File: config.mk
export PLATFORM = sky130hd
export DESIGN_NAME = life_generation_engine
export DESIGN_NICKNAME = d
export VERILOG_FILES = /design/src/sv/lge_pkg.sv /design/src/sv/lge_row_rule.sv /design/src/sv/life_generation_engine.sv
export SDC_FILE = /design/constraint.sdc
export NUM_CORES = 2
export LEC_CHECK = 0
export BUFFER_PORTS_ARGS = -buffer_cell sky130_fd_sc_hd__buf_2
export CORE_MARGIN = 3
export CORE_UTILIZATION = 30
export DETAILED_ROUTE_END_ITERATION = 10
export GPL_TIMING_DRIVEN = 0
export SYNTH_ARGS = -nofsm -noshare
export SYNTH_HDL_FRONTEND = slang
export SYNTH_SLANG_ARGS = --single-unit
File: constraint.sdc
create_clock -name clk -period 7.49 [get_ports clk]
set_clock_uncertainty 0.1 [all_clocks]
set_input_delay 1.498 -clock clk [delete_from_list [all_inputs] [get_ports clk]]
set_output_delay 1.498 -clock clk [all_outputs]
set_load 0.02 [all_outputs]
File: src/sv/lge_pkg.sv
// shared types, constants and codes for the life generation engine
`default_nettype none

package lge_pkg;

	localparam int MAX_ROWS = 32;
	localparam int MAX_COLS = 32;

	localparam int ROW_W   = 5;
	localparam int COL_W   = 5;
	localparam int SIZE_W  = 6;
	localparam int COUNT_W = 11;
	localparam int PCNT_W  = $clog2(MAX_COLS + 1);
	localparam int NBR_W   = 4;

	localparam logic [SIZE_W-1:0] ROWS_RESET = SIZE_W'(32);
	localparam logic [SIZE_W-1:0] COLS_RESET = SIZE_W'(32);

	localparam logic [NBR_W-1:0] SURVIVE_LOW  = NBR_W'(2);
	localparam logic [NBR_W-1:0] SURVIVE_HIGH = NBR_W'(3);
	localparam logic [NBR_W-1:0] BIRTH_COUNT  = NBR_W'(3);

	// configuration register indexes
	localparam logic REG_ROWS = 1'b0;
	localparam logic REG_COLS = 1'b1;

	typedef logic [MAX_COLS-1:0] row_word_t;

	typedef enum logic [1:0] {
		REQ_WRITE   = 2'd0,
		REQ_READ    = 2'd1,
		REQ_ADVANCE = 2'd2,
		REQ_NOP     = 2'd3
	} req_kind_t;

	typedef enum logic [3:0] {
		ST_IDLE,
		ST_READ,
		ST_ADV_R0,
		ST_ADV_R1,
		ST_ADV_R2,
		ST_ADV_CALC,
		ST_COPY_RD,
		ST_COPY_WR,
		ST_CNT_RD,
		ST_CNT_ACC,
		ST_DONE
	} state_t;

endpackage

`default_nettype wire

File: src/sv/lge_row_rule.sv
// life rule for one whole grid row, one lane per column, with toroidal column wrap
`default_nettype none

module lge_row_rule import lge_pkg::*; (
	input  row_word_t        above,
	input  row_word_t        mid,
	input  row_word_t        below,
	input  logic [COL_W-1:0] nc_m1,
	output row_word_t        next_row
);

	logic a_w, m_w, b_w;

	// cells of the last active column, seen by column zero
	assign a_w = above[nc_m1];
	assign m_w = mid[nc_m1];
	assign b_w = below[nc_m1];

	for (genvar c = 0; c < MAX_COLS; c++) begin : g_lane
		logic [2:0]       lft;
		logic [2:0]       rgt;
		logic [NBR_W-1:0] nbr;

		if (c == 0) begin : g_lft_wrap
			assign lft = {a_w, m_w, b_w};
		end else begin : g_lft
			assign lft = {above[c-1], mid[c-1], below[c-1]};
		end

		if (c == MAX_COLS - 1) begin : g_rgt_wrap
			assign rgt = {above[0], mid[0], below[0]};
		end else begin : g_rgt
			assign rgt = (COL_W'(c) == nc_m1) ? {above[0], mid[0], below[0]}
			                                  : {above[c+1], mid[c+1], below[c+1]};
		end

		// own cell left out: with tiny sizes the wrapped copies still count
		assign nbr = NBR_W'($countones({lft, rgt, above[c], below[c]}));

		assign next_row[c] = mid[c] ? ((nbr >= SURVIVE_LOW) && (nbr <= SURVIVE_HIGH))
		                            : (nbr == BIRTH_COUNT);
	end

endmodule

`default_nettype wire

File: src/sv/life_generation_engine.sv
// top level: toroidal game of life grid with cell write, cell read and generation step
//
// requests come in on start/busy: a word is taken at a clock edge with start high and
// busy low (req_type, row_index, col_index, cell_value). every request gives exactly
// one result word: done is high for one cycle with read_value and live_count valid,
// and the receiver must take it then; there is no back-pressure on the result side.
// the grid is stored one row per memory word, so the sequencer works a row at a time
// through a single memory read port and one row-wide rule unit.
// a write or the unused kind goes straight to the live count sweep (read each active
// row, then add its live cells); a read first fetches the addressed row and latches
// the cell, then sweeps. an advance fetches the row above, the row itself and the row
// below for each active row and writes the rule result to scratch memory, then copies
// the scratch rows back, then sweeps; done follows the last row of the sweep.
// one request at a time: busy stays high through done, and the next word can be taken
// in the cycle after done, so a new word is not taken while one is in progress. the
// row and column sizes (rows_cfg_q, cols_cfg_q) are written on cfg_we/cfg_index/cfg_data;
// the user must write them only while idle; the block itself does not enforce it. reset
// clears the grid through per-row valid bits (no clearing pass) and sets both sizes to 32.
`default_nettype none

module life_generation_engine import lge_pkg::*; (
	input  logic               clk,
	input  logic               arst_n,
	input  logic               cfg_we,
	input  logic               cfg_index,
	input  logic [SIZE_W-1:0]  cfg_data,
	input  logic               start,
	output logic               busy,
	input  logic [1:0]         req_type,
	input  logic [ROW_W-1:0]   row_index,
	input  logic [COL_W-1:0]   col_index,
	input  logic               cell_value,
	output logic               done,
	output logic               read_value,
	output logic [COUNT_W-1:0] live_count
);

	state_t state_q, state_d;

	logic [SIZE_W-1:0]  rows_cfg_q, cols_cfg_q;
	logic [SIZE_W-1:0]  nr, nc, nr_m1, nc_m1;
	logic [ROW_W-1:0]   r_q;
	logic [ROW_W-1:0]   row_up, row_dn;
	logic               row_last;
	logic [COL_W-1:0]   col_q;
	logic               in_region, in_region_q;
	logic               rd_q;
	logic [COUNT_W-1:0] count_q;
	row_word_t          win0_q, win1_q;
	row_word_t          col_mask, bit_sel, next_row;

	// grid memory and scratch memory
	row_word_t          cell_grid [MAX_ROWS];
	row_word_t          next_grid [MAX_ROWS];
	logic [MAX_ROWS-1:0] row_valid_q;
	row_word_t          cg_rdata_q, cg_rd, ng_rdata_q;
	logic               cg_rvalid_q;
	logic               cg_re, cg_we, ng_we, ng_re;
	logic [ROW_W-1:0]   cg_raddr, cg_waddr;
	row_word_t          cg_wdata, cg_wmask, cg_wmask_eff;

	// active sizes: zero acts as one, oversize saturates
	assign nr = (rows_cfg_q == '0) ? SIZE_W'(1) :
	            (rows_cfg_q > SIZE_W'(MAX_ROWS)) ? SIZE_W'(MAX_ROWS) : rows_cfg_q;
	assign nc = (cols_cfg_q == '0) ? SIZE_W'(1) :
	            (cols_cfg_q > SIZE_W'(MAX_COLS)) ? SIZE_W'(MAX_COLS) : cols_cfg_q;
	assign nr_m1 = nr - SIZE_W'(1);
	assign nc_m1 = nc - SIZE_W'(1);

	assign row_last = ({1'b0, r_q} == nr_m1);
	assign row_up   = (r_q == '0) ? nr_m1[ROW_W-1:0] : r_q - ROW_W'(1);
	assign row_dn   = row_last ? '0 : r_q + ROW_W'(1);

	assign in_region = ({1'b0, row_index} < nr) && ({1'b0, col_index} < nc);

	always_comb begin
		for (int i = 0; i < MAX_COLS; i++) begin
			col_mask[i] = (SIZE_W'(i) < nc);
		end
	end

	assign bit_sel = row_word_t'(1) << col_index;

	// rows never written since reset read as dead
	assign cg_rd = cg_rvalid_q ? cg_rdata_q : '0;

	lge_row_rule u_rule (
		.above    (win0_q),
		.mid      (win1_q),
		.below    (cg_rd),
		.nc_m1    (nc_m1[COL_W-1:0]),
		.next_row (next_row)
	);

	// configuration registers
	always_ff @(posedge clk or negedge arst_n) begin
		if (!arst_n) begin
			rows_cfg_q <= ROWS_RESET;
			cols_cfg_q <= COLS_RESET;
		end else if (cfg_we) begin
			unique case (cfg_index)
				REG_ROWS: rows_cfg_q <= cfg_data;
				REG_COLS: cols_cfg_q <= cfg_data;
				default:  ;
			endcase
		end
	end

	// sequencer next state and memory controls
	always_comb begin
		state_d  = state_q;
		cg_re    = 1'b0;
		cg_raddr = r_q;
		cg_we    = 1'b0;
		cg_waddr = r_q;
		cg_wdata = ng_rdata_q & col_mask;
		cg_wmask = col_mask;
		ng_we    = 1'b0;
		ng_re    = 1'b0;
		unique case (state_q)
			ST_IDLE: begin
				if (start) begin
					unique case (req_kind_t'(req_type))
						REQ_WRITE: begin
							cg_we    = in_region;
							cg_waddr = row_index;
							cg_wdata = cell_value ? bit_sel : '0;
							cg_wmask = bit_sel;
							state_d  = ST_CNT_RD;
						end
						REQ_READ: begin
							cg_re    = 1'b1;
							cg_raddr = row_index;
							state_d  = ST_READ;
						end
						REQ_ADVANCE: state_d = ST_ADV_R0;
						REQ_NOP:     state_d = ST_CNT_RD;
						default:     state_d = ST_CNT_RD;
					endcase
				end
			end
			ST_READ: state_d = ST_CNT_RD;
			ST_ADV_R0: begin
				cg_re    = 1'b1;
				cg_raddr = row_up;
				state_d  = ST_ADV_R1;
			end
			ST_ADV_R1: begin
				cg_re    = 1'b1;
				cg_raddr = r_q;
				state_d  = ST_ADV_R2;
			end
			ST_ADV_R2: begin
				cg_re    = 1'b1;
				cg_raddr = row_dn;
				state_d  = ST_ADV_CALC;
			end
			ST_ADV_CALC: begin
				ng_we   = 1'b1;
				state_d = row_last ? ST_COPY_RD : ST_ADV_R0;
			end
			ST_COPY_RD: begin
				ng_re   = 1'b1;
				state_d = ST_COPY_WR;
			end
			ST_COPY_WR: begin
				cg_we   = 1'b1;
				state_d = row_last ? ST_CNT_RD : ST_COPY_RD;
			end
			ST_CNT_RD: begin
				cg_re   = 1'b1;
				state_d = ST_CNT_ACC;
			end
			ST_CNT_ACC: state_d = row_last ? ST_DONE : ST_CNT_RD;
			ST_DONE:    state_d = ST_IDLE;
			default:    state_d = ST_IDLE;
		endcase
	end

	// a row never written takes a full-word write, outside bits already zero
	assign cg_wmask_eff = row_valid_q[cg_waddr] ? cg_wmask : '1;

	always_ff @(posedge clk) begin
		if (cg_we) begin
			for (int i = 0; i < MAX_COLS; i++) begin
				if (cg_wmask_eff[i]) begin
					cell_grid[cg_waddr][i] <= cg_wdata[i];
				end
			end
		end
		if (cg_re) begin
			cg_rdata_q <= cell_grid[cg_raddr];
		end
	end

	always_ff @(posedge clk or negedge arst_n) begin
		if (!arst_n) begin
			row_valid_q <= '0;
			cg_rvalid_q <= 1'b0;
		end else begin
			if (cg_we) begin
				row_valid_q[cg_waddr] <= 1'b1;
			end
			if (cg_re) begin
				cg_rvalid_q <= row_valid_q[cg_raddr];
			end
		end
	end

	always_ff @(posedge clk) begin
		if (ng_we) begin
			next_grid[r_q] <= next_row;
		end
		if (ng_re) begin
			ng_rdata_q <= next_grid[r_q];
		end
	end

	// sequencer state and row counter
	always_ff @(posedge clk or negedge arst_n) begin
		if (!arst_n) begin
			state_q <= ST_IDLE;
			r_q     <= '0;
			count_q <= '0;
			rd_q    <= 1'b0;
		end else begin
			state_q <= state_d;
			unique case (state_q)
				ST_IDLE: begin
					if (start) begin
						r_q     <= '0;
						count_q <= '0;
						rd_q    <= 1'b0;
					end
				end
				ST_READ: rd_q <= in_region_q & cg_rd[col_q];
				ST_ADV_CALC, ST_COPY_WR: r_q <= row_last ? '0 : r_q + ROW_W'(1);
				ST_CNT_ACC: begin
					count_q <= count_q + COUNT_W'(PCNT_W'($countones(cg_rd & col_mask)));
					r_q     <= row_last ? '0 : r_q + ROW_W'(1);
				end
				default: ;
			endcase
		end
	end

	// request payload and row window
	always_ff @(posedge clk) begin
		if (state_q == ST_IDLE && start) begin
			col_q       <= col_index;
			in_region_q <= in_region;
		end
		if (state_q == ST_ADV_R1) begin
			win0_q <= cg_rd;
		end
		if (state_q == ST_ADV_R2) begin
			win1_q <= cg_rd;
		end
	end

	assign busy       = (state_q != ST_IDLE);
	assign done       = (state_q == ST_DONE);
	assign read_value = rd_q;
	assign live_count = count_q;

endmodule

`default_nettype wire

* After elaboration in Yosys (flattened, before gate mapping) *
Memories as Yosys holds them, arrays and structs flattened. A register that Yosys moved wholly into a read port is not among the register bits.
Cells that the tools add are included.

cells by class
  $add $sub $neg = 260
  magnitude comparators = 105
  equal/unequal tests = 77
  shift-type cells = 1
  mux-type cells = 216
  bitwise gates (word level) = 5
  reduce and logical (&&, ||, !) cells = 53

operators with widths
  cell                                                             count
  adder 4 bit                                                      96
  adder 1 x 1 -> 2 bit                                             144
  2-to-1 mux 32 bit                                                9
  2-to-1 mux 1 bit                                                 144
  equality test 4 x 2 -> 1 bit (second input constant)             34
  >= comparator 4 x 2 -> 1 bit (second input constant)             32
  less-or-equal comparator 4 x 2 -> 1 bit (second input constant)  32
  < comparator 5 x 6 -> 1 bit (first input constant)               16
  2-to-1 mux 3 bit                                                 32
  equality test 5 bit (first input constant)                       15
  AND 32 bit                                                       2
  < comparator 4 x 6 -> 1 bit (first input constant)               8
  equality test 4 x 5 -> 1 bit (first input constant)              8
  2-to-1 mux 5 bit                                                 8
  one-hot mux 4 bit (10 select lines)                              1
  logical AND 1 bit                                                35
  OR 32 bit                                                        1
  left shift 1 x 5 -> 32 bit (first input constant)                1
  binary-select mux 1 bit (select 5 bit)                           6
  adder 2 x 2 -> 3 bit                                             8
  < comparator 3 x 6 -> 1 bit (first input constant)               4
  < comparator 5 x 6 -> 1 bit (second input constant)              4
  2-to-1 mux 6 bit                                                 4
  one-hot mux 11 bit (2 select lines)                              1
  other kinds (42)                                                 72

word-level totals
  flip-flop bits (word level) = 136
  memory bits (writable) = 2048
  input bits = 24
  output and inout bits = 14
  logic and storage cells = 731
  memories = 2

memory list
  name       words  bits a word  read ports  clocked after memory_dff  write ports  RTL line                      source
  cell_grid  32     32           1           1                         1            life_generation_engine.sv:53  row_word_t cell_grid [MAX_ROWS];
  next_grid  32     32           1           1                         1            life_generation_engine.sv:54  row_word_t next_grid [MAX_ROWS];

* Longest topological paths before layout *
  word-level depth = 12
  depth in mapped cells = 35
  depth with buffers taken out = 32

* Modules after synthesis *
A second synthesis with hierarchy kept.

second synthesis, totals
  cells, all modules = 7864
  area, all modules = 102528.3 um2

by module, submodules not included
  module                  times used  cells each  area each (um2)  sequential area each (um2)
  life_generation_engine  1           6991        94886.0          67176.9
  lge_row_rule            1           873         7642.3           0.0

* Worst setup path before layout *
OpenSTA, ideal clock, no wires.

  kind = register -> register
  start point = register cols_cfg_q[3]
  end point = register count_q[10] (netlist: live_count[10])
  data arrival time = 8.111 ns
  data required time = 7.311 ns
  slack = -0.801 ns
  stages on the path, launching flop included = 35
  path buffers = 3
  period minus slack after synthesis = 8.291 ns
  cell sequence = dfrtp_1 clkbuf_1 nor4_1 nor2_1 nor2_8 inv_2 clkbuf_1 clkbuf_1 ha_1 nand3_1 nor2_1 nor2_1 fa_1 inv_1 fa_1 fa_1 fa_1 fa_1 fa_1 inv_1 ha_1 inv_1 fa_1 xnor2_1 ha_1 nor2b_1 o21ai_0 a21boi_0 o21ai_0 nand2b_1 a21oi_1 o21bai_1 a31oi_1 mux2i_1 mux2i_1

on the way
  word-level cells in the longest chain between the ends = 12
  elaborated cells on any way between the ends = 70
  those cells by class = add/sub: 32; order compare: 33; mux: 3; bitwise: 1; reduce/logical: 1

RTL lines
  what                                                 RTL line                       source
  from (decl)                                          life_generation_engine.sv:40   logic [SIZE_W-1:0] rows_cfg_q, cols_cfg_q;
  from (signal assigned)                               life_generation_engine.sv:103  REG_COLS: cols_cfg_q <= cfg_data;
  > comparator 6 bit                                   life_generation_engine.sv:66   (cols_cfg_q > SIZE_W'(MAX_COLS)) ? SIZE_W'(MAX_COLS) : cols_cfg_q;
  2-to-1 mux 6 bit                                     life_generation_engine.sv:66
  2-to-1 mux 6 bit (*)                                 life_generation_engine.sv:65   assign nc = (cols_cfg_q == '0) ? SIZE_W'(1) :
  < comparator 1 x 6 -> 1 bit (tied with other cells)  life_generation_engine.sv:78   col_mask[i] = (SIZE_W'(i) < nc);
  AND 32 bit (*)                                       life_generation_engine.sv:239  count_q <= count_q + COUNT_W'(PCNT_W'($countones(cg_rd & col_mask)));
  adder 1 x 1 -> 2 bit (implied by the code)           life_generation_engine.sv:239
  adder 2 x 2 -> 3 bit (implied by the code)           life_generation_engine.sv:239
  adder 3 x 3 -> 4 bit (implied by the code)           life_generation_engine.sv:239
  adder 4 x 4 -> 5 bit (implied by the code)           life_generation_engine.sv:239
  adder 5 x 5 -> 6 bit (implied by the code) (*)       life_generation_engine.sv:239
  adder 11 bit (*)                                     life_generation_engine.sv:239
  one-hot mux 11 bit (2 select lines) (*)              life_generation_engine.sv:228  unique case (state_q)
  to (signal assigned)                                 life_generation_engine.sv:239
  to (decl)                                            life_generation_engine.sv:48   logic [COUNT_W-1:0] count_q;

Mark *: on every way between the ends. The rest lies on a longest branch, timed or not.
A chain may end at the register's enable or synchronous reset.

* Final worst setup path *
  start point = register r_q[1]
  end point = register cg_rdata_q[14] (read register of cell_grid), data pin

on the way
  word-level cells in the longest chain between the ends = 3
  elaborated cells on any way between the ends = 9
  those cells by class = add/sub: 2; eq/ne: 1; mux: 5; reduce/logical: 1

RTL lines
  what                                          RTL line                                                                                   source
  from (decl)                                   life_generation_engine.sv:42                                                               logic [ROW_W-1:0] r_q;
  from (signal assigned)                        life_generation_engine.sv:237                                                              ST_ADV_CALC, ST_COPY_WR: r_q <= row_last ? '0 : r_q + ROW_W'(1);
  from (signal assigned)                        life_generation_engine.sv:240                                                              r_q <= row_last ? '0 : r_q + ROW_W'(1);
  adder 5 x 1 -> 5 bit (tied with other cells)  life_generation_engine.sv:72                                                               assign row_dn = row_last ? '0 : r_q + ROW_W'(1);
  2-to-1 mux 5 bit (on tied branches)           life_generation_engine.sv:72, life_generation_engine.sv:71, life_generation_engine.sv:122
  one-hot mux 5 bit (3 select lines) (*)        life_generation_engine.sv:120                                                              unique case (state_q)
  to (decl)                                     life_generation_engine.sv:56                                                               row_word_t cg_rdata_q, cg_rd, ng_rdata_q;

Marked as above.

==> impl_metrics.yaml <==
logic_synthesis:
  synth_top_area_frac: 0.638
  synth.avg_cell_area_um2: 14.0
  synthFlopType: "edfxtp_1"
  ys_top_cells_by_count: "edfxtp_1 (2182), nor2_1 (1207), nand2_1 (631), clkbuf_1 (308), a211oi_1 (300)"
  ys_top_cells_by_area: "edfxtp_1 (64%), mux4_2 (6.5%), nor2_1 (4.4%)"
  ys_seq_area_frac: 0.654
  synth-edff-count: 2182
  ys_seq_elements: 2248
  synthDistinctLibCells: 90
  syn_area_mm2: 0.103
  synth_most_common_cell: "edfxtp_1"
  syn_inst: 7359
  yosysWarningCount: 0
  async_reset_ff_frac: 0.0294
  yosysTopAreaCell: "edfxtp_1"
  synth.net_count: 7767
clock_tree:
  cts_buffer_depth: 4
  cts_max_level: 4
  insertion_delay_ns: 0.91
  cts.sinks: 2248
  clk_pin_slew_ns: 0.07
  cts_buffers: 221
  cts-root-buf: "clkbuf_16"
  cts_tree: "yes"
  cts_hold_buf: 0
worst_setup_path:
  end_kind: "flop"
  cpPeakStageDelay_ns: 0.99
  crit_chain: "clkdlybuf4s15_1 -> clkdlybuf4s15_2 -> clkbuf_2 -> inv_1 -> ha_1 -> nand2_1 -> mux2i_1 -> a222oi_1 -> buf_2 -> a211o_1 -> buf_2 -> nor2_1 -> a2111oi_0 -> a211oi_1 -> nand4_1"
  crit_path_max_fanout: 10
  r2r_end: "cg_rdata_q[14]"
  reg2reg_setup_slack_ns: -0.18
  worst_ep_arrival_time_ns: 8.20
  r2r_cells: 15
  start_kind: "flop"
  r2r-start: "r_q[1]"
  crit_type: "reg -> reg"
  cpMostUsedCell: "buf_2"
  slowest_stage: "a2111oi_0"
  crit_required_ns: 8.02
sta:
  tns_ns: -0.220
  hold_viol: 0
  final_max_slew_viol_count: 0
  rsz0062_at_grt: "yes"
  finalSetupViolCount: 3
  worstMarginPinSlew_ns: 1.46
  period_minus_slack_ns: 7.67
  post-route-period-util: 1.02
  fmax_mhz: 130
  slew_headroom: 0.000236
  timing.final.ws_setup_ns: -0.182
floorplan:
  initial_core_util: 0.302
  dieArea_mm2: 0.349
  die_w_um: 591
  core_area_mm2: 0.340
  io_pins: 38
  rows: 214
  chipHeight_um: 591
placed_design:
  io_buffers: 37
  globalplace.congestion: 0.973
  place_hpwl_mm: 259
  dpl_worst_slack_ns: -1.85
  placedInstanceArea_mm2: 0.111
job:
  maxCapViolCount: 1
final_layout:
  num-fill-cells: 32500
  fin_nets: 8165
  area_growth_pct: 16.0
  final_cell_area_mm2: 0.119
  final_core_util: 0.350
  drive_gt1_frac: 0.167
pwr:
  p_total_mw: 59.1
  p_leak_nw: 42.5
  peakVddDrop_mv: 1.40
  power.density_mw_per_mm2: 496
detailed_routing:
  dr.pass1.iters: 9
  drt_iter0_markers: 10200
  drc: 0
  drtAntennaViolNets: 0
  drt-total-wl_mm: 364
  dr_total_vias: 69200
  viasPerCell: 5.52
  wl_per_cell_um: 29.1
grt:
  grt_start_max_net_pins: 64
  grt_pass1_vias: 67200
  grt_pass1_wl_mm: 507
  track_usage: 0.202
  antenna_found_initial: 46
  gr-total-overflow: 0
worst_hold_path:
  holdCritPathClass: "in -> async"
status:
  status: "finished with violations"
  violations: "max-capacitance violations, negative setup slack"
## flip-flops by register name, summed over array words and instances, names as in the netlist
name         flops
cols_cfg_q       6
state_q          4
in_region_q      1
ng_rdata_q      32
cg_rdata_q      32
win0_q          32
col_q            5
live_count      11
rows_cfg_q       6
next_grid     1024
row_valid_q     32
read_value       1
cell_grid     1024
cg_rvalid_q      1
r_q              5
win1_q          32
## stage by stage
step           instances  hold WS, ns
2_1_floorplan       7359        0.343
3_3_place_gp       11900        0.362
3_5_place_dp       12000        0.372
4_1_cts            12500        0.282
5_1_grt            12500        0.304
6_report           12500        0.310
## report_power, final
part	total [mW]	internal [mW]	switching (mW)
Clock	11.1	6.24	4.91
Combinational	29.4	9.81	19.6
Sequential	18.6	18.5	0.153
Total	59.1	34.5	24.6
## final cells by class
class,instances,area [um2],area share
multi-input cells,4279,33200,0.279
flip-flops and latches,2248,67200,0.564
inverters,250,953,0.00800
well taps,4536,5680,0.0476
plain buffers,573,2620,0.0220
clock buffers,280,5850,0.0491
repair buffers,184,2380,0.0200
diodes,53,133,0.00111
clock inverters,116,1160,0.00977
## worst max-delay path, delay by kind of cell (launching register included)
kind                     cells  cell delay (ns)
multiplexers                 1             0.12
buffers and inverters        6             3.04
AND/OR/NAND/NOR              3             0.84
AO/OA/AOI/OAI                4             2.58
adder cells (fa/ha/maj)      1             0.28
flip-flops                   1             0.42
## worst max path at each step
stage / depth (start not counted) / slack [ns] / from / to
after floorplan: 34 / -0.13 / cols_cfg_q[3] / live_count[10]
after global placement: 20 / -4.67 / cols_cfg_q[1] / next_grid[6][7]
after detailed placement: 34 / -1.85 / cols_cfg_q[1] / live_count[10]
after CTS: 35 / -0.38 / cols_cfg_q[2] / live_count[10]
after global routing: 33 / -0.34 / cols_cfg_q[3] / live_count[10]
final: 15 / -0.18 / r_q[1] / cg_rdata_q[14]
## repair_timing
action                                  CTS  global route
setup buffers                            20             9
endpoints found under the setup margin  601            24
gates resized for setup                  80            86
pin swaps                                22            24
## placed cells by master (no fill, tap or decap), types with 60 or more instances in the layout
master / instances
mux4_2: 298
clkbuf_16: 224
nand4_1: 65
inv_1: 233
ha_1: 225
a22oi_1: 163
o21ai_0: 105
fa_1: 151
nand3_1: 233
nand2_1: 628
nor2_1: 1166
clkbuf_1: 331
a31oi_1: 69
dfrtp_1: 61
and3_1: 206
buf_4: 60
edfxtp_1: 2182
mux2_2: 79
mux2i_1: 80
buf_2: 239
a211oi_1: 300
## logic make-up after synthesis
family | after synthesis | synth area share
and+or+nand+nor | 2542 | 0.109
buffers and inverters | 832 | 0.0338
DFF | 2248 | 0.654
xor gates and xnor gates | 23 | 0.00211
adders and majority gates | 384 | 0.0580
AOI/OAI and AO/OA | 873 | 0.0610
muxes | 457 | 0.0818
## layer usage
layer | share of wire | routed length (um) | global-route usage
met1 | 0.38 | 137000 | 0.261
met5 | 0.00058 | 210 | 0
met4 | 0.057 | 20800 | 0.0990
met3 | 0.11 | 41500 | 0.0564
met2 | 0.45 | 164000 | 0.314
Power figures use the tool's default switching activity.
